## config.mk

```make
export PLATFORM = sky130hd
export DESIGN_NAME = async_byte_sync_deframer
export DESIGN_NICKNAME = d
export VERILOG_FILES = /design/src/rtl/absd_pkg.sv /design/src/rtl/absd_ram.sv /design/src/rtl/absd_score_store.sv /design/src/rtl/absd_framer.sv /design/src/rtl/async_byte_sync_deframer.sv
export VERILOG_INCLUDE_DIRS = /design/src /design/src/rtl
export SDC_FILE = /design/constraint.sdc
export NUM_CORES = 1
export LEC_CHECK = 0
export ABC_AREA = 1
export BUFFER_PORTS_ARGS = -buffer_cell sky130_fd_sc_hd__buf_4
export CAP_MARGIN = 15
export CORE_AREA = 3 3 193 195
export CTS_CLUSTER_SIZE = 16
export DETAILED_ROUTE_END_ITERATION = 8
export DIE_AREA = 0 0 196 198
export PLACE_DENSITY = 0.71
export SLEW_MARGIN = 25
export SYNTH_ARGS = -nofsm -noshare
export SYNTH_HDL_FRONTEND = slang
export SYNTH_SLANG_ARGS = --single-unit
```

## constraint.sdc

```tcl
create_clock -name i_clk -period 14 [get_ports i_clk]
set_clock_uncertainty 0.05 [all_clocks]
set_input_delay 0 -clock i_clk [delete_from_list [all_inputs] [get_ports i_clk]]
set_output_delay 0 -clock i_clk [all_outputs]
set_load 0.005 [all_outputs]
```

## src/rtl/async_byte_sync_deframer_assert.svh

```systemverilog
// Assertion macros for the byte synchronizer and deframer.
`ifndef ASYNC_BYTE_SYNC_DEFRAMER_ASSERT_SVH
`define ASYNC_BYTE_SYNC_DEFRAMER_ASSERT_SVH

// The consequent must hold in the same cycle as the antecedent.
`define ABSD_ASSERT_NOW(lbl, ante, cons) \
    lbl: assert property (@(posedge i_clk) disable iff (!i_rst_n) (ante) |-> (cons)) \
        else $error("deframer check failed");

// The consequent must hold in the cycle after the antecedent.
`define ABSD_ASSERT_NEXT(lbl, ante, cons) \
    lbl: assert property (@(posedge i_clk) disable iff (!i_rst_n) (ante) |=> (cons)) \
        else $error("deframer check failed");

`endif

```

## src/rtl/absd_pkg.sv

```systemverilog
// Shared types and constants of the byte synchronizer and deframer.
package absd_pkg;

    localparam int SCORE_W = 16;
    localparam int DIFF_W  = 17;
    localparam int LEAK_SHIFT = 4;

    localparam logic signed [DIFF_W-1:0] SCORE_LIMIT = 17'sd32767;
    localparam logic [7:0] BYTE_MASK  = 8'hFF;
    localparam logic [7:0] SYNC_RESET = 8'h2A;
    localparam logic [4:0] HDR_RESET  = 5'd5;
    localparam logic [7:0] FLEN_RESET = 8'd240;

    localparam int CFG_IDX_W = 2;
    localparam logic [CFG_IDX_W-1:0] CFG_SYNC_BYTE  = 2'd0;
    localparam logic [CFG_IDX_W-1:0] CFG_HEADER_LEN = 2'd1;
    localparam logic [CFG_IDX_W-1:0] CFG_FRAME_LEN  = 2'd2;

    typedef logic signed [SCORE_W-1:0] t_score;

    typedef struct packed {
        logic [7:0] pos;
        logic       adv;
        logic       fend;
    } t_frm_res;

endpackage

```

## src/rtl/absd_ram.sv

```systemverilog
// Generic single-port-write, single-port-read RAM with registered read data.
module absd_ram #(
    parameter int WIDTH = 16,
    parameter int DEPTH = 16
) (
    input  logic                     i_clk,
    input  logic                     i_wr_en,
    input  logic [$clog2(DEPTH)-1:0] i_wr_addr,
    input  logic [WIDTH-1:0]         i_wr_data,
    input  logic                     i_rd_en,
    input  logic [$clog2(DEPTH)-1:0] i_rd_addr,
    output logic [WIDTH-1:0]         o_rd_data
);

    logic [WIDTH-1:0] r_mem [DEPTH];
    logic [WIDTH-1:0] r_q;

    always_ff @(posedge i_clk) begin
        if (i_wr_en) begin
            r_mem[i_wr_addr] <= i_wr_data;
        end
        if (i_rd_en) begin
            r_q <= r_mem[i_rd_addr];
        end
    end

    assign o_rd_data = r_q;

endmodule

```

## src/rtl/absd_score_store.sv

```systemverilog
// Phase score memory with per-entry valid bits so unwritten scores read as zero.
module absd_score_store import absd_pkg::*; #(
    parameter int BIT_PHASES = 10
) (
    input  logic                          i_clk,
    input  logic                          i_rst_n,
    input  logic                          i_rd_en,
    input  logic [$clog2(BIT_PHASES)-1:0] i_rd_addr,
    output t_score                        o_rd_data,
    input  logic                          i_wr_en,
    input  logic [$clog2(BIT_PHASES)-1:0] i_wr_addr,
    input  t_score                        i_wr_data
);

    logic [BIT_PHASES-1:0] r_valid;
    logic                  r_rd_vld;
    logic [SCORE_W-1:0]    s_q;

    absd_ram #(
        .WIDTH (SCORE_W),
        .DEPTH (BIT_PHASES)
    ) u_ram (
        .i_clk     (i_clk),
        .i_wr_en   (i_wr_en),
        .i_wr_addr (i_wr_addr),
        .i_wr_data (i_wr_data),
        .i_rd_en   (i_rd_en),
        .i_rd_addr (i_rd_addr),
        .o_rd_data (s_q)
    );

    always_ff @(posedge i_clk) begin
        if (!i_rst_n) begin
            r_valid  <= '0;
            r_rd_vld <= 1'b0;
        end else begin
            if (i_wr_en) begin
                r_valid[i_wr_addr] <= 1'b1;
            end
            if (i_rd_en) begin
                r_rd_vld <= r_valid[i_rd_addr];
            end
        end
    end

    assign o_rd_data = r_rd_vld ? t_score'(s_q) : t_score'(0);

endmodule

```

## src/rtl/absd_framer.sv

```systemverilog
// Frame position counter with header sync check and frame wrap.
module absd_framer import absd_pkg::*; (
    input  logic     i_clk,
    input  logic     i_rst_n,
    input  logic     i_store,
    input  logic [7:0] i_byte,
    input  logic [7:0] i_sync_byte,
    input  logic [4:0] i_header_len,
    input  logic [7:0] i_frame_len,
    output t_frm_res o_res
);

    logic [7:0] r_pos;
    logic [7:0] n_pos;
    logic [8:0] s_next;
    logic       s_adv;
    logic       s_end;

    assign s_adv  = (r_pos >= {3'b000, i_header_len}) || (i_byte == i_sync_byte);
    assign s_next = s_adv ? ({1'b0, r_pos} + 9'd1) : 9'd0;
    assign s_end  = (s_next >= {1'b0, i_frame_len});
    assign n_pos  = s_end ? 8'd0 : s_next[7:0];

    always_ff @(posedge i_clk) begin
        if (!i_rst_n) begin
            r_pos <= 8'd0;
        end else if (i_store) begin
            r_pos <= n_pos;
        end
    end

    assign o_res.pos  = r_pos;
    assign o_res.adv  = s_adv;
    assign o_res.fend = s_end;

endmodule

```

## src/rtl/async_byte_sync_deframer.sv

```systemverilog
// Top level: soft-decision bit synchronizer with phase score memory and deframer.
//
//  Channel  Dir  Handshake                 Content
//  s        in   i_s_tvalid / o_s_tready   raw radio FIFO byte
//  m        out  o_m_tvalid / i_m_tready   recovered byte, position, flags
//  cfg      in   i_cfg_valid / o_cfg_ready register index and write data
//
// Every sample scans all phase scores through the single read port of the
// score memory, then writes back one score. Reset is synchronous; no clearing
// pass is needed. A stalled result output holds the block whenever a result
// has to move into the full output register, either at a further result of
// the item or at the end of the item.
`include "async_byte_sync_deframer_assert.svh"

module async_byte_sync_deframer import absd_pkg::*; #(
    parameter int BIT_PHASES        = 10,
    parameter int SAMPLES_PER_INPUT = 4
) (
    input  logic                 i_clk,
    input  logic                 i_rst_n,
    input  logic                 i_s_tvalid,
    output logic                 o_s_tready,
    input  logic [7:0]           i_s_tdata,   // [7:0] raw_byte
    output logic                 o_m_tvalid,
    input  logic                 i_m_tready,
    output logic [15:0]          o_m_tdata,   // [7:0] byte_value, [15:8] frame_pos
    output logic                 o_m_tlast,
    output logic [2:0]           o_m_tuser,   // [0] accepted, [1] inverted, [2] frame_end
    input  logic                 i_cfg_valid,
    output logic                 o_cfg_ready,
    input  logic [CFG_IDX_W-1:0] i_cfg_index,
    input  logic [7:0]           i_cfg_data
);

    localparam int PW = $clog2(BIT_PHASES);
    localparam int SW = $clog2(SAMPLES_PER_INPUT + 1);
    localparam logic [PW-1:0] LAST_PH  = PW'(BIT_PHASES - 1);
    localparam logic [SW-1:0] LAST_SMP = SW'(SAMPLES_PER_INPUT - 1);

    typedef enum logic [2:0] {
        S_IDLE,
        S_SAMPLE,
        S_SCAN,
        S_DECIDE,
        S_EMIT,
        S_FLUSH
    } t_state;

    t_state r_state;

    logic [7:0]  r_sync;
    logic [4:0]  r_hlen;
    logic [7:0]  r_flen;

    logic [7:0]  r_raw;
    logic [8:0]  r_shift;
    logic        r_d;
    logic [SW-1:0] r_smp;
    logic [PW-1:0] r_ph;
    logic [PW-1:0] r_k;
    t_score      r_prev;
    t_score      r_first;
    t_score      r_cur;
    logic signed [DIFF_W-1:0] r_best;
    logic [PW-1:0] r_bestk;
    logic        r_emit;
    logic        r_inv;

    logic        r_pend_valid;
    logic [7:0]  r_pend_byte;
    logic        r_pend_inv;
    t_frm_res    r_pend_res;

    logic        r_out_valid;
    logic [7:0]  r_out_byte;
    logic        r_out_inv;
    logic        r_out_last;
    t_frm_res    r_out_res;

    logic        s_rd_en;
    logic [PW-1:0] s_rd_addr;
    t_score      s_rd_data;
    t_score      s_ev_b;
    logic signed [DIFF_W-1:0] n_diff;
    logic [DIFF_W-1:0] s_diff_abs;
    logic [DIFF_W-1:0] s_best_abs;
    logic [PW-1:0] s_ev_idx;
    logic        s_ev_take;
    logic signed [DIFF_W-1:0] n_best;
    logic [PW-1:0] n_bestk;
    logic signed [DIFF_W-1:0] s_cur17;
    logic signed [DIFF_W-1:0] n_score17;
    t_score      n_score;
    logic        s_out_free;
    logic        s_commit;
    logic        s_push;
    logic        s_push_last;
    logic [7:0]  n_byte;
    t_frm_res    s_frm;

    assign s_rd_en   = (r_state == S_SAMPLE) || ((r_state == S_SCAN) && (r_k != LAST_PH));
    assign s_rd_addr = (r_state == S_SAMPLE) ? '0 : r_k + 1'b1;

    absd_score_store #(
        .BIT_PHASES (BIT_PHASES)
    ) u_store (
        .i_clk     (i_clk),
        .i_rst_n   (i_rst_n),
        .i_rd_en   (s_rd_en),
        .i_rd_addr (s_rd_addr),
        .o_rd_data (s_rd_data),
        .i_wr_en   (r_state == S_DECIDE),
        .i_wr_addr (r_ph),
        .i_wr_data (n_score)
    );

    always_comb begin
        s_ev_b     = (r_state == S_DECIDE) ? r_first : s_rd_data;
        n_diff     = DIFF_W'(r_prev) - DIFF_W'(s_ev_b);
        s_diff_abs = n_diff[DIFF_W-1] ? DIFF_W'(-n_diff) : DIFF_W'(n_diff);
        s_best_abs = r_best[DIFF_W-1] ? DIFF_W'(-r_best) : DIFF_W'(r_best);
        s_ev_idx   = (r_state == S_DECIDE) ? LAST_PH : r_k - 1'b1;
        s_ev_take  = (((r_state == S_SCAN) && (r_k != '0)) || (r_state == S_DECIDE))
                     && (s_diff_abs > s_best_abs);
        n_best     = s_ev_take ? n_diff : r_best;
        n_bestk    = s_ev_take ? s_ev_idx : r_bestk;
    end

    always_comb begin
        s_cur17 = DIFF_W'(r_cur);
        if (r_d) begin
            n_score17 = s_cur17 + ((SCORE_LIMIT - s_cur17) >>> LEAK_SHIFT);
        end else begin
            n_score17 = s_cur17 - ((SCORE_LIMIT + s_cur17) >>> LEAK_SHIFT);
        end
        n_score = t_score'(n_score17[SCORE_W-1:0]);
    end

    assign s_out_free  = !r_out_valid || i_m_tready;
    assign s_commit    = (r_state == S_EMIT) && r_emit && (!r_pend_valid || s_out_free);
    assign s_push_last = (r_state == S_FLUSH) && r_pend_valid && s_out_free;
    assign s_push      = (s_commit && r_pend_valid) || s_push_last;
    assign n_byte      = r_shift[7:0] ^ (r_inv ? BYTE_MASK : 8'h00);

    absd_framer u_framer (
        .i_clk        (i_clk),
        .i_rst_n      (i_rst_n),
        .i_store      (s_commit),
        .i_byte       (n_byte),
        .i_sync_byte  (r_sync),
        .i_header_len (r_hlen),
        .i_frame_len  (r_flen),
        .o_res        (s_frm)
    );

    always_ff @(posedge i_clk) begin
        if (!i_rst_n) begin
            r_state      <= S_IDLE;
            r_sync       <= SYNC_RESET;
            r_hlen       <= HDR_RESET;
            r_flen       <= FLEN_RESET;
            r_shift      <= '0;
            r_ph         <= '0;
            r_k          <= '0;
            r_smp        <= '0;
            r_pend_valid <= 1'b0;
            r_out_valid  <= 1'b0;
        end else begin
            if (i_cfg_valid) begin
                case (i_cfg_index)
                    CFG_SYNC_BYTE:  r_sync <= i_cfg_data;
                    CFG_HEADER_LEN: r_hlen <= i_cfg_data[4:0];
                    CFG_FRAME_LEN:  r_flen <= i_cfg_data;
                    default: ;
                endcase
            end

            if (s_push) begin
                r_out_valid <= 1'b1;
                r_out_byte  <= r_pend_byte;
                r_out_inv   <= r_pend_inv;
                r_out_res   <= r_pend_res;
                r_out_last  <= s_push_last;
            end else if (i_m_tready) begin
                r_out_valid <= 1'b0;
            end

            case (r_state)
                S_IDLE: begin
                    if (i_s_tvalid) begin
                        r_raw   <= i_s_tdata;
                        r_smp   <= '0;
                        r_state <= S_SAMPLE;
                    end
                end
                S_SAMPLE: begin
                    r_d     <= r_raw[7];
                    r_shift <= {r_raw[7], r_shift[8:1]};
                    r_raw   <= {r_raw[5:0], 2'b00};
                    r_best  <= '0;
                    r_bestk <= '0;
                    r_k     <= '0;
                    r_state <= S_SCAN;
                end
                S_SCAN: begin
                    if (r_k == '0) begin
                        r_first <= s_rd_data;
                    end
                    if (r_k == r_ph) begin
                        r_cur <= s_rd_data;
                    end
                    r_prev  <= s_rd_data;
                    r_best  <= n_best;
                    r_bestk <= n_bestk;
                    if (r_k == LAST_PH) begin
                        r_state <= S_DECIDE;
                    end else begin
                        r_k <= r_k + 1'b1;
                    end
                end
                S_DECIDE: begin
                    r_emit  <= (r_ph == n_bestk);
                    r_inv   <= n_best[DIFF_W-1];
                    r_ph    <= (r_ph == LAST_PH) ? '0 : r_ph + 1'b1;
                    r_state <= S_EMIT;
                end
                S_EMIT: begin
                    if (!r_emit || s_commit) begin
                        if (s_commit) begin
                            r_pend_valid <= 1'b1;
                            r_pend_byte  <= n_byte;
                            r_pend_inv   <= r_inv;
                            r_pend_res   <= s_frm;
                            r_shift[7:0] <= n_byte;
                        end
                        if (r_smp == LAST_SMP) begin
                            r_state <= S_FLUSH;
                        end else begin
                            r_smp   <= r_smp + 1'b1;
                            r_state <= S_SAMPLE;
                        end
                    end
                end
                S_FLUSH: begin
                    if (!r_pend_valid) begin
                        r_state <= S_IDLE;
                    end else if (s_out_free) begin
                        r_pend_valid <= 1'b0;
                        r_state      <= S_IDLE;
                    end
                end
                default: r_state <= S_IDLE;
            endcase
        end
    end

    assign o_s_tready  = (r_state == S_IDLE);
    assign o_cfg_ready = 1'b1;
    assign o_m_tvalid  = r_out_valid;
    assign o_m_tdata   = {r_out_res.pos, r_out_byte};
    assign o_m_tlast   = r_out_last;
    assign o_m_tuser   = {r_out_res.fend, r_out_inv, r_out_res.adv};

    `ABSD_ASSERT_NOW(a_idle_no_pending, o_s_tready, !r_pend_valid)
    `ABSD_ASSERT_NEXT(a_flush_sets_last, s_push_last, o_m_tvalid && o_m_tlast)
    `ABSD_ASSERT_NOW(a_pos_in_range, o_m_tvalid, o_m_tdata[15:8] != 8'hFF)

endmodule

```

=== Yosys cells after proc, flatten, opt, wreduce, memory -nomap -nowiden ===
Memories as Yosys holds them, arrays and structs flattened. A register that Yosys moved wholly into a read port is not among the register bits.
Index checks and enable logic that the tools add are counted.

* Input port bits: 23
* Word-level logic and storage cells: 171
* Bits in writable memories: 160
* Memories: 1
* Bits in registers: 184

* Equality and inequality tests: 22
* $add $sub $neg: 12
* $lt $le $gt $ge: 6
* Bitwise gates (word level): 2
* Multiplexer cells: 46
* Reduce and logical (&&, ||, !) cells: 47

{| class="wikitable"
|+ Memories
! memory !! words !! bits a word !! rd ports !! clocked after memory_dff !! wr ports !! line !! source
|-
| u_store.u_ram.r_mem || 10 || 16 || 1 || 1 || 1 || absd_ram.sv:15 || <nowiki>logic [WIDTH-1:0] r_mem [DEPTH];</nowiki>
|}

{| class="wikitable"
|+ Operators by type and width
! operator !! count
|-
| two-way mux 17 bit || 3
|-
| two-way mux 16 bit || 3
|-
| two-way mux 8 bit || 5
|-
| negation 17 bit || 2
|-
| one-hot mux 17 bit (2 select lines) || 1
|-
| one-hot mux 8 bit (2 select lines) || 2
|-
| two-way mux 3 bit || 9
|-
| two-way mux 4 bit || 5
|-
| one-hot mux 3 bit (6 select lines) || 1
|-
| AND reduction 2 bit || 9
|-
| AND reduction 3 bit || 6
|-
| adder 16 x 16 -> 17 bit (first input constant) || 1
|-
| greater-than comparator 17 bit || 1
|-
| subtractor 16 x 16 -> 17 bit || 1
|-
| subtractor 16 x 16 -> 17 bit (first input constant) || 1
|-
| adder 16 x 13 -> 16 bit || 1
|-
| one-hot mux 4 bit (2 select lines) || 2
|-
| subtractor 16 x 13 -> 16 bit || 1
|-
| AND reduction 4 bit || 3
|-
| nonzero test 2 bit || 6
|-
| < comparator 4 x 5 -> 1 bit (second input constant) || 2
|-
| two-way mux 1 bit || 10
|-
| inequality test 2 bit (second input constant) || 5
|-
| OR 10 bit || 1
|-
| 31 further kinds || 54
|}

=== Logic depth before layout (Yosys ltp) ===
Gate-level depths: netlist (run 1).

* Word-level depth: 9
* Gate-level depth with buffers: 39

=== Cells and area by module ===
From an unflattened synthesis (run 1), not the netlist that was laid out.

* Cells, all modules: 2067
* Area, all modules: 18587.8 um2

{| class="wikitable"
|+ Modules (own cells, without submodules)
! module !! cells each !! area each (um2) !! times used
|-
| async_byte_sync_deframer || 1131 || 9564.2 || 1
|-
| absd_ram || 647 || 7293.2 || 1
|-
| absd_framer || 177 || 1053.5 || 1
|-
| absd_score_store || 112 || 676.9 || 1
|}

=== Worst setup path before layout (run 1) ===
OpenSTA, ideal clock, no wires.

* Kind: reg-to-reg
* From: register r_state[0]
* To: register r_best[0], enable pin
* Stages on the path, launching flop included: 28
* Required time: 13536 ps
* Setup slack: 8244 ps
* Arrival time: 5292 ps
* Path buffers: 3
* Library setup time: 414 ps
* Cell sequence: dfxtp_1 -> inv_2 -> nor3_4 -> inv_2 -> clkbuf_1 -> clkbuf_1 -> nand2_1 -> o21ai_0 -> ha_1 -> a21o_1 -> a21oi_2 -> nor2_1 -> nor3_1 -> o211ai_1 -> nand2_2 -> inv_2 -> buf_4 -> nand2_1 -> nand2_1 -> nand2_1 -> nand2_1 -> ha_1 -> nand2_1 -> nor3_2 -> nand4_1 -> nand3_1 -> nand2_4 -> a21boi_0

* Word-level cells in the longest chain between the ends: 9

{| class="wikitable"
|+ RTL lines
! element !! line !! source
|-
| from (decl) || async_byte_sync_deframer.sv:49 || <nowiki>t_state r_state;</nowiki>
|-
| from (signal assigned) || async_byte_sync_deframer.sv:158 || <nowiki>r_state <= S_IDLE;</nowiki>
|-
| from (signal assigned) || async_byte_sync_deframer.sv:193 || <nowiki>r_state <= S_SAMPLE;</nowiki>
|-
| from (signal assigned) || async_byte_sync_deframer.sv:203 || <nowiki>r_state <= S_SCAN;</nowiki>
|-
| equality test 3 x 2 -> 1 bit || async_byte_sync_deframer.sv:118, async_byte_sync_deframer.sv:123 ||
|-
| two-way mux 16 bit || async_byte_sync_deframer.sv:118 || <nowiki>s_ev_b = (r_state == S_DECIDE) ? r_first : s_rd_data;</nowiki>
|-
| subtractor 16 x 16 -> 17 bit || async_byte_sync_deframer.sv:119 || <nowiki>n_diff = DIFF_W'(r_prev) - DIFF_W'(s_ev_b);</nowiki>
|-
| negation 17 bit || async_byte_sync_deframer.sv:120 || <nowiki>s_diff_abs = n_diff[DIFF_W-1] ? DIFF_W'(-n_diff) : DIFF_W'(n_diff);</nowiki>
|-
| two-way mux 17 bit || async_byte_sync_deframer.sv:120 ||
|-
| greater-than comparator 17 bit || async_byte_sync_deframer.sv:124 || <nowiki>&& (s_diff_abs > s_best_abs);</nowiki>
|-
| logical AND 1 bit || async_byte_sync_deframer.sv:124 ||
|-
| inequality test 2 bit (no line) || n/a ||
|-
| AND reduction 3 bit (no line) * || n/a ||
|-
| to (signal assigned) || async_byte_sync_deframer.sv:213 || <nowiki>r_best <= n_best;</nowiki>
|-
| to (decl) || async_byte_sync_deframer.sv:64 || <nowiki>logic signed [DIFF_W-1:0] r_best;</nowiki>
|}

Mark *: on every way between the ends. The rest lies on a longest branch, timed or not.
A chain may end at the register's enable or synchronous reset.

=== Worst setup path in the final report (run 1) ===
* From: register r_state[0]
* To: register r_best[15], enable pin

The elaborated chain is that of the path after synthesis.

==> summary.txt, run 1 <==
Status
  • Status: completed

Synth
  • Syn Area/Cell: approximately 9.5 µm²
  • Post-Synth Adder-Cell Area: 5.17%
  • Mapped Area: 0.0177 mm²
  • Mux cell area share after synthesis: 0%
  • Gate Count Post-Synth: 1873
  • Net Count, Synth: 1968
  • Synth Area in Compound Gates: 10.6%
  • Xor/xnor share of the synthesized area: ~3.3%
  • EDFF count, synth: ~290
  • YS warnings: 0
  • Post-synthesis sequential area ratio: a little under three fifths
  • Synth Area in Simple Gates: a little under a fifth
  • Async set or reset register ratio after synthesis: 0%
  • Synth cell types: 52
  • Prevailing post-synth register cell: edfxtp_1
  • Synth Register Bits: 356
  • Largest family of logic cells by synthesized area: simple AND/OR/NAND/NOR gates

Critical path
  • CP max FO: 40
  • Arrival time worst endpoint: around 6000 ps
  • Data required, critical path: 14160 ps
  • Crit Path Class: flop to flop
  • CP Capture Type: flop
  • CP startpoint kind: flop
  • CP max stage cell: dfxtp_1
  • Cells on worst reg2reg path: 28
  • Most common cell on crit path: nand2_1
  • Slowest stage delay, CP: 470 ps

STA
  • Worst-margin pin slew: 974 ps
  • Final setup margin: 8130 ps
  • Hold slack: 230 ps
  • Slew Limit Fails: 0
  • Setup TNS Final: 0 ps
  • Part of the cycle the worst path needs: 41.9%
  • Slew HR: 35.0%
  • Final Hold Fails: 0
  • Fmax: 170 MHz
  • # setup viols final: 0
  • RSZ-0062 raised after global routing: false
  • Min cycle time layout: 5870 ps

Drt
  • Metal2 WL: between 15000 and 20000 µm
  • Met1 wire length: 17500 µm
  • DR pass1 iterations: 5
  • Detailed Route Iter0 Violations: 769
  • Total vias in the final route: 13100
  • Vias per inst: 5.39
  • DRC Markers: 0
  • WL final: 39000 µm
  • Post-DRT Antenna Nets: 0
  • Metal3 WL: about 1600 µm
  • DR WL/cell: 16.1 µm
  • DR top layer: met4

Clocking
  • # Post-CTS Setup Buffers: 0
  • CTS max path bufs: 3
  • TritonCTS clock tree: done
  • Clock Latency Late Sink: about 530 ps
  • Clock Pin Slew Worst Setup and Hold Paths: 60 ps
  • TritonCTS Buffers: 37
  • TritonCTS Sinks: 356
  • Htree depth: 2
  • Clk Tree Root Cell: clkbuf_16

Cells and area
  • Fin nets: 2032
  • Syn-to-layout area delta: 12.4%
  • Layout cells sized above 1: 7.84%
  • Finished Layout Cells: 2425
  • Antenna cells: 0
  • Most common cell after layout, fill and taps aside: nand2_1
  • Most frequent cells in the layout: nand2_1 (383), edfxtp_1 (291), nor2_1 (225)

Run
  • Max-capacitance violation count: 0

Pwr
  • Leakage: between 0.008 and 0.009 µW
  • PD cells: 196 mW/mm²
  • Internal power: 2410 µW
  • Clock power share: 24.3%
  • Gate power share: 38.4%
  • Reg power frac: 37.3%
  • Net Sw Power: 1490 µW
  • Peak VDD IR: ~0.00015 V
  • Net Sw Frac: between 30% and 40%

Die
  • # IOs: 46
  • Core area: 0.0356 mm²
  • # rows: 69
  • Die Y: 198 µm
  • Die width: 196 µm
  • Die area: 0.0388 mm²
  • Starting Density: 49.8%

GRT
  • GRT Residual Overflow: 0
  • Total GRT Usage: 19.9%
  • Largest net degree at the start of global routing: 53
  • Vias in the first global route: between 10000 and 15000
  • Global-route wire length before repair: 63100 µm
  • Initial antenna violation count: 0

Worst hold path
  • Hold depth: 4
  • Min-Delay Path Class: primary input to flop

Place
  • IO Port Bufs: 40
  • Placer congestion estimate: 0.873
  • Dpl cells: 2330
  • Pre-CTS setup slack: roughly 8000 ps
  • HPWL after DPL: 25500 µm
## routing by layer
metal / vias to the layer above / GRT usage, %
met2: 306 / 34.4
met4: 0 / 7.13
met5: - / 0
met1: 6200 / 26.2
li1: 6490 / -
met3: 86 / 2.38
## cell families (layout without fill, tap and decap cells)
logic type	after synthesis	count (layout)
AOI/OAI and AO/OA	338	338
buffers and inverters	271	362
DFF	356	356
adders and majority gates	72	72
xor gates and xnor gates	66	66
other	1	1
and+or+nand+nor	769	769
## worst max-delay path: cells and delay by family, from the launching register on
family	cells	cell delay, ps
AND/OR/NAND/NOR	14	2230
XOR/XNOR	1	140
buffers and inverters	8	1320
adder cells (fa/ha/maj)	2	690
AO/OA/AOI/OAI	3	640
flip-flops	1	470
## worst paths after layout
path | startpoint | slack (ps) | end
worst min register to register | r_pend_byte[7] | 370 | r_out_byte[7]
worst min-delay path | i_cfg_data[5] | 230 | r_flen[5]
worst max-delay path | r_state[0] | 8130 | r_best[15]
worst max register to register | r_state[0] | 8130 | r_best[15]
## cells in the mapped netlist, drive strengths merged, types with 4 or more instances
master | count | area (µm²)
a211oi | 5 | 37.5
a21oi | 85 | 433
a31oi | 14 | 118
buf | 24 | 148
clkbuf | 35 | 131
dfxtp | 65 | 1300
edfxtp | 291 | 8740
ha | 70 | 876
inv | 209 | 785
nand2 | 389 | 1500
nand3 | 83 | 420
nand3b | 6 | 45.0
nand4 | 19 | 119
nor2 | 231 | 880
nor3 | 26 | 156
nor3b | 4 | 30.0
o211ai | 8 | 60.1
o21ai | 175 | 876
o221ai | 4 | 35.0
o22ai | 30 | 188
o31ai | 4 | 30.0
or2 | 7 | 43.8
xnor2 | 21 | 184
xor2 | 45 | 394
## power by group through the flow
stage,Sequential (µW),Combinational [µW],Clock [µW]
final,1460,1500,947
after global routing,1470,1710,1010
after CTS,1460,1500,968
after detailed placement,1480,1480,0
after global placement,1470,1440,0
after floorplan,1440,1140,0
## flip-flops by register name, indices dropped and copies added, names as in the netlist, 10 cells and up
signal / flops
u_store.r_valid: 10
r_best: 17
r_pend_res: 10
r_first: 16
u_store.u_ram.r_mem: 160
u_store.u_ram.o_rd_data: 16
r_prev: 16
r_cur: 16
## through the flow
step | utilization (%) | area (µm²) | power, µW
finish | 56.0 | 19900 | 3900
global route | 56.0 | 19900 | 4190
CTS | 56.0 | 19900 | 3920
detailed placement | 51.8 | 18400 | 2960
global placement | 51.8 | 18400 | 2910
floorplan | - | 17700 | 2580
## cell type report
cell class / instances / area, µm²
sequential: 356 / 10000
timing repair buffer: 84 / 703
multi-input combinational: 1246 / 6610
fill: 2998 / 15700
inverter: 212 / 801
clock inverter: 20 / 188
tap: 461 / 577
clock buffer: 46 / 991
## repair_timing
action,4_1_cts,5_1_grt
hold endpoints to repair,44,0
hold buffers,29,0
resized for setup,0,0
(Power assumes the default switching activity.)
==> inputs of run 2 (changes only) <==
--- a/config.mk
+++ b/config.mk
@@ -6,14 +6,14 @@
 export SDC_FILE = /design/constraint.sdc
 export NUM_CORES = 1
 export LEC_CHECK = 0
-export ABC_AREA = 1
+export ABC_AREA = 0
 export BUFFER_PORTS_ARGS = -buffer_cell sky130_fd_sc_hd__buf_4
 export CAP_MARGIN = 15
-export CORE_AREA = 3 3 193 195
+export CORE_AREA = 3 3 191 193
 export CTS_CLUSTER_SIZE = 16
 export DETAILED_ROUTE_END_ITERATION = 8
-export DIE_AREA = 0 0 196 198
-export PLACE_DENSITY = 0.71
+export DIE_AREA = 0 0 194 196
+export PLACE_DENSITY = 0.72
 export SLEW_MARGIN = 25
 export SYNTH_ARGS = -nofsm -noshare
 export SYNTH_HDL_FRONTEND = slang
==> constraint.sdc (replaced) <==
create_clock -name i_clk -period 5.6 [get_ports i_clk]
set_clock_uncertainty 0.05 [all_clocks]
set_input_delay 0 -clock i_clk [delete_from_list [all_inputs] [get_ports i_clk]]
set_output_delay 0 -clock i_clk [all_outputs]
set_load 0.005 [all_outputs]
==> summary.txt, run 2 <==
Synth
  • Yosys top cell area share: 50.2%
  • Synth cell types: 82
  • Async set or reset register ratio after synthesis: 0%
  • YS warnings: 0
  • EDFF count, synth: 291
  • Top post-synthesis cells by area: edfxtp_1 (50%), dfxtp_1 (7.5%), ha_1 (5.0%), mux2i_1 (4.6%), nor2_1 (3.1%)
  • Post-synth top cells: edfxtp_1 (291), nor2_1 (145), nand2_1 (99)
  • Post-synthesis sequential area ratio: 57.6%
  • Area leader, netlist: edfxtp_1
  • Syn Area/Cell: 11.8 µm²
  • Prevailing post-synth register cell: edfxtp_1
  • Synth Register Bits: 356
  • Net Count, Synth: about 1600
  • Gate Count Post-Synth: 1474
  • Top-count cell post-synth: edfxtp_1
  • Mapped Area: 0.0174 mm²

Drt
  • DR WL/cell: 18.2 µm
  • Total vias in the final route: 11500
  • DR pass1 iterations: 5
  • Vias per inst: 5.57
  • DRC Markers: 0
  • WL final: between 30000 and 40000 µm
  • Post-DRT Antenna Nets: 0
  • Detailed Route Iter0 Violations: 761

Cells and area
  • Most common cell after layout, fill and taps aside: edfxtp_1
  • Max reg flops: 160
  • Finished Layout Cells: 2061
  • Layout cells sized above 1: 16.1%
  • Fin nets: 1673
  • Most frequent cells in the layout: edfxtp_1 (291), nor2_1 (143), buf_4 (102)
  • Top Registers: u_store.u_ram.r_mem x160, r_best x17
  • Syn-to-layout area delta: 16.1%
  • Antenna cells: 0
  • Final core utilization: 58.3%
  • Finished Cell Area: 0.0202 mm²
  • Most flop-heavy register: u_store.u_ram.r_mem

GRT
  • Met1 Usage GRT: 26.0%
  • Total GRT Usage: 19.2%
  • Global-route wire length before repair: 59900 µm
  • Largest net degree at the start of global routing: between 50 and 60
  • GRT Residual Overflow: 0
  • Vias in the first global route: 11200
  • Met3 Track Usage GR: roughly 2.7%
  • Layer with the highest usage: met2
  • GRT met2 Usage: 32.3%
  • Initial antenna violation count: 0

Clocking
  • TritonCTS Sinks: 356
  • TritonCTS clock tree: done
  • TritonCTS Buffers: 38
  • Clock Pin Slew Worst Setup and Hold Paths: 60 ps
  • Htree depth: 2
  • Clock Latency Late Sink: 540 ps
  • CTS max path bufs: 3
  • Clk Tree Root Cell: clkbuf_16

Place
  • Placer congestion estimate: a little under 0.9
  • HPWL after DPL: 24500 µm
  • IO Port Bufs: 40
  • Placed Area: approximately 0.018 mm²
  • Dpl cells: between 1500 and 2000

Die
  • Starting Density: 50.2%
  • Die area: 0.0380 mm²
  • Die Y: 196 µm
  • Die width: between 150 and 200 µm
  • Core area: about 0.035 mm²
  • # IOs: 46
  • # rows: 68

STA
  • Worst-margin pin slew: around 1000 ps
  • Slew Limit Fails: 0
  • Slew HR: 33.5%
  • RSZ-0062 raised after global routing: true
  • Setup TNS Final: 0 ps
  • # setup viols final: 0
  • Min cycle time layout: 5440 ps
  • Fmax: 184 MHz
  • Part of the cycle the worst path needs: between 90% and 100%
  • Final Hold Fails: 0

Pwr
  • Net Sw Power: 2600 µW
  • Pwr Total: approximately 8400 µW
  • Leakage: 0.00762 µW
  • PD cells: 414 mW/mm²
  • Clock power share: 30.9%
  • Reg power frac: 39.3%
  • Internal power: 5770 µW
  • Peak VDD IR: 0.000278 V
  • Net Sw Frac: between 30% and 40%
  • Gate power share: 29.9%

Critical path
  • Arrival time worst endpoint: 5680 ps
  • Cells on worst reg2reg path: 26
  • Data required, critical path: 5840 ps
  • Crit Path Class: flop to flop
  • CP startpoint kind: flop
  • CP Capture Type: flop
  • CP max FO: 7

Run
  • Max-capacitance violation count: 0

Status
  • Status: completed

Worst hold path
  • Min-Delay Path Class: primary input to flop
  • Hold depth: 4
## run 2: cell count changes after synthesis, moves of 15 or more
cell	before	now
xnor2_1	21	47
o21ai_0	163	73
clkbuf_1	35	50
nand2_1	383	99
and2_1	2	28
mux2i_1	0	80
mux2_2	0	35
nor2_1	226	145
nand3_1	82	33
a211oi_1	5	21
nor2b_1	0	19
and3_1	0	20
inv_1	197	49
## run 2: cell families (layout without fill, tap and decap cells)
family | after synthesis | in the layout | share of synthesized area, %
adder cells (fa/ha/maj) | 72 | 72 | 5.26
AND/OR/NAND/NOR | 440 | 440 | 12.5
other | 1 | 1 | 0.0215
flip-flops | 356 | 356 | 57.6
buffers and inverters | 120 | 251 | 2.99
AO/OA/AOI/OAI | 273 | 274 | 9.80
XOR/XNOR | 97 | 97 | 4.96
multiplexers | 115 | 115 | 6.86
## run 2: area by class of cell
class | instances | area (µm²)
tap | 455 | 569
fill | 2767 | 14500
clock inverter | 25 | 315
clock buffer | 43 | 970
sequential | 356 | 10000
timing repair buffer | 133 | 1090
multi-input combinational | 999 | 7050
inverter | 50 | 188
## run 2: final timing paths
path	start	end	slack (ps)
min reg2reg	r_pend_res[8]	o_m_tdata[14]	370
max reg2reg	r_state[1]	r_best[16]	160
max	r_state[1]	r_best[16]	160
min	i_cfg_valid	r_hlen[1]	50
## run 2: through the flow
stage / hold slack [ps] / setup slack (ps)
after floorplan: 75.1 / 40.2
after global placement: 189 / 194
after detailed placement: 204 / 65.2
after CTS: 0.108 / 41.9
after global routing: 73.0 / -135
final: 52.7 / 159
## run 2: timing repair
item / in CTS / in global routing
hold endpoints to repair: 34 / 0
hold buffers: 26 / 0
gates resized for setup: 0 / 32
buffers inserted: 0 / 12
endpoints found under the setup margin: 0 / 39
## run 2: power by group through the flow
stage / Sequential, µW / Combinational [µW] / Clock [µW]
finish: 3290 / 2500 / 2580
global route: 3310 / 2770 / 2740
CTS: 3290 / 2370 / 2640
detailed placement: 3340 / 2340 / 0
global placement: 3340 / 2270 / 0
floorplan: 3290 / 1740 / 0
## run 2: routing by layer
metal,up-vias,routed length (µm)
met5,-,0
met1,5575,16700
met2,241,18200
met4,0,1080
li1,5608,-
met3,64,1550
## run 2: worst max-delay path, stage by stage (launching register included)
cell	delay [ps]
dfxtp_2	320
nor2b_4	130
nand2_2	100
buf_6	150
mux2i_1	200
ha_1	260
nor2b_4	140
o2111ai_4	230
nand3_2	130
a311o_1	400
a21oi_2	150
o21bai_2	80
buf_4	160
a31oi_4	280
buf_6	160
nand2_1	50
xor2_1	150
ha_1	200
a21o_1	170
a21o_1	170
a211oi_1	240
o21ai_1	110
a211o_1	310
o2111ai_4	160
buf_4	200
mux2_2	340
and2_1	150
==> inputs of run 3 (changes only) <==
--- a/config.mk
+++ b/config.mk
@@ -14,6 +14,7 @@
 export DETAILED_ROUTE_END_ITERATION = 8
 export DIE_AREA = 0 0 194 196
 export PLACE_DENSITY = 0.72
+export REMOVE_ABC_BUFFERS = 1
 export SLEW_MARGIN = 25
 export SYNTH_ARGS = -nofsm -noshare
 export SYNTH_HDL_FRONTEND = slang
==> summary.txt, run 3 (synthesis results as in run 2) <==
Critical path
  • Reg2Reg Setup Slack: 240 ps
  • Arrival time worst endpoint: 5600 ps
  • Data required, critical path: 5840 ps
  • CP max FO: 4
  • Crit Path Class: flop to flop
  • CP startpoint kind: flop
  • Critical R2R Launch: r_state[1]
  • Cells on worst reg2reg path: 25
  • CP Capture Type: flop
  • FF-to-FF End: r_emit

Worst hold path
  • Hold Path Sink: r_hlen[2]
  • Hold depth: 4
  • Hold_sp: i_cfg_index[0]
  • Min-Delay Path Class: primary input to flop

Drt
  • Detailed Route Iter0 Violations: 720
  • DRC Markers: 0
  • Post-DRT Antenna Nets: 0
  • DR WL/cell: ~18 µm
  • Metal3 WL: 1500 µm
  • Met1 wire length: 16800 µm
  • DR top layer: met4
  • WL final: 37000 µm
  • Vias per inst: 5.59
  • Metal2 WL: 17900 µm
  • Total vias in the final route: 11500
  • DR pass1 iterations: 5

Clocking
  • TritonCTS clock tree: done
  • Htree depth: 2
  • Clk Tree Root Cell: clkbuf_16
  • Clock Latency Late Sink: 540 ps
  • CTS max path bufs: 3
  • TritonCTS Buffers: 37
  • TritonCTS Sinks: 356
  • Clock Pin Slew Worst Setup and Hold Paths: 60 ps

Cells and area
  • Finished Cell Area: 0.0201 mm²
  • Fin nets: 1673
  • Most frequent cells in the layout: edfxtp_1 (291), nor2_1 (142), buf_4 (104)
  • Top Registers: u_store.u_ram.r_mem x160, r_best x17
  • Most common cell after layout, fill and taps aside: edfxtp_1
  • Register area: about 0.01 mm²
  • Max reg flops: 160
  • Antenna cells: 0
  • Final core utilization: 57.9%
  • Area of the multi-input gates: 0.00702 mm²
  • Fill cells: around 2800
  • Syn-to-layout area delta: 15.5%
  • Layout cells sized above 1: 15.8%
  • Most flop-heavy register: u_store.u_ram.r_mem

Pwr
  • Clock power share: between 20% and 30%
  • Pwr Total: 8150 µW
  • Leakage: ~0.0076 µW
  • Peak VDD IR: 0.000301 V
  • Gate power share: 30.7%
  • Reg power frac: 40.2%
  • Internal power: roughly 5600 µW
  • Net Sw Frac: a little under a third
  • PD cells: 405 mW/mm²
  • Net Sw Power: 2580 µW

Place
  • Placed Area: between 0.015 and 0.02 mm²
  • Placer congestion estimate: between 0.8 and 0.9
  • IO Port Bufs: 40
  • HPWL after DPL: 24500 µm

STA
  • # setup viols final: 0
  • Final Hold Fails: 0
  • Fmax: 186 MHz
  • Hold slack: 56.7 ps
  • Slew HR: 34.7%
  • Part of the cycle the worst path needs: 95.8%
  • Min cycle time layout: 5360 ps
  • Slew Limit Fails: 0
  • Worst-margin pin slew: 978 ps

GRT
  • Largest net degree at the start of global routing: 56
  • GRT Residual Overflow: 0
  • Vias in the first global route: between 10000 and 15000
  • Global-route wire length before repair: 59800 µm
  • Total GRT Usage: around a fifth
  • Initial antenna violation count: 0

Die
  • Core area: between 0.03 and 0.04 mm²
  • # rows: 68
  • Die area: 0.0380 mm²
  • # IOs: 46
  • Die Y: 196 µm
  • Die width: roughly 190 µm
  • Starting Density: around 50%

Run
  • Max-capacitance violation count: 0

Status
  • Status: completed
-- run 3: changes by cell type in the layout (fill, tap and decap cells not counted), moves of 2 or more --
cell           delta
buf_4             +2
clkbuf_8          +3
bufinv_16         -5
clkinv_4          -2
clkinvlp_4        +5
buf_6             -3
dlygate4sd3_1     +2
dfxtp_2           -3
dfxtp_1           +3
-- run 3: area by class of cell --
type | count | share of cell area [%]
clock buffers | 45 | 5.01
clock inverters | 22 | 0.865
inverters | 50 | 0.933
multi-input cells | 998 | 34.9
flip-flops and latches | 356 | 49.9
well taps | 455 | 2.83
repair buffers | 135 | 5.53
-- run 3: worst max path at each step --
stage / start / endpoint / cells after the start
after detailed placement: r_state[1] / r_emit / 25
final: r_state[1] / r_emit / 25
after global placement: r_state[1] / r_emit / 25
after CTS: r_state[1] / r_emit / 25
after global routing: r_state[1] / r_emit / 24
after floorplan: r_state[1] / r_best[0] / 21
-- run 3: stage by stage --
step                TNS [ps]  std cells  setup slack [ps]
global route           -30.1       2061             -30.1
floorplan             -22470       1404             -1170
detailed placement     -87.0       1959             -87.0
CTS                        0       2057              41.0
global placement           0       1959              61.7
finish                     0       2061               237
-- run 3: critical path, stage by stage, from the launching register on --
cell	delay (ps)
dfxtp_1	350
nor2b_4	170
nand2_2	100
mux2_4	330
ha_4	180
fa_2	380
nor2b_4	150
o2111ai_4	150
a31o_4	260
and3b_2	250
o221ai_4	130
nor2_2	140
nand2_1	60
o21ai_1	160
xor2_1	180
ha_1	260
a21o_1	160
a21o_1	180
a211oi_2	220
o21ai_1	100
a211o_1	310
o2111ai_4	120
buf_6	170
mux2i_2	230
a222oi_1	130
o211a_1	170
-- run 3: routing by layer --
layer / vias to the layer above / GRT usage (%)
li1: 5602 / -
met1: 5609 / 25.9
met2: 254 / 32.5
met3: 66 / 2.71
met4: 0 / 5.45
met5: - / 0
-- run 3: timing repair --
action	in CTS	in global routing
endpoints found under the hold margin	34	0
resized for setup	3	26
hold buffers	28	0
setup endpoints to repair	3	27
pin swaps	1	15
buffers inserted	3	4
-- run 3: power groups by stage --
| stage | logic [µW] | clock network [µW] | registers [µW] |
|---|---|---|---|
| floorplan | 1640 | 0 | 3330 |
| global route | 2780 | 2530 | 3300 |
| finish | 2510 | 2370 | 3280 |
| global placement | 2310 | 0 | 3330 |
| CTS | 2420 | 2410 | 3280 |
| detailed placement | 2370 | 0 | 3330 |
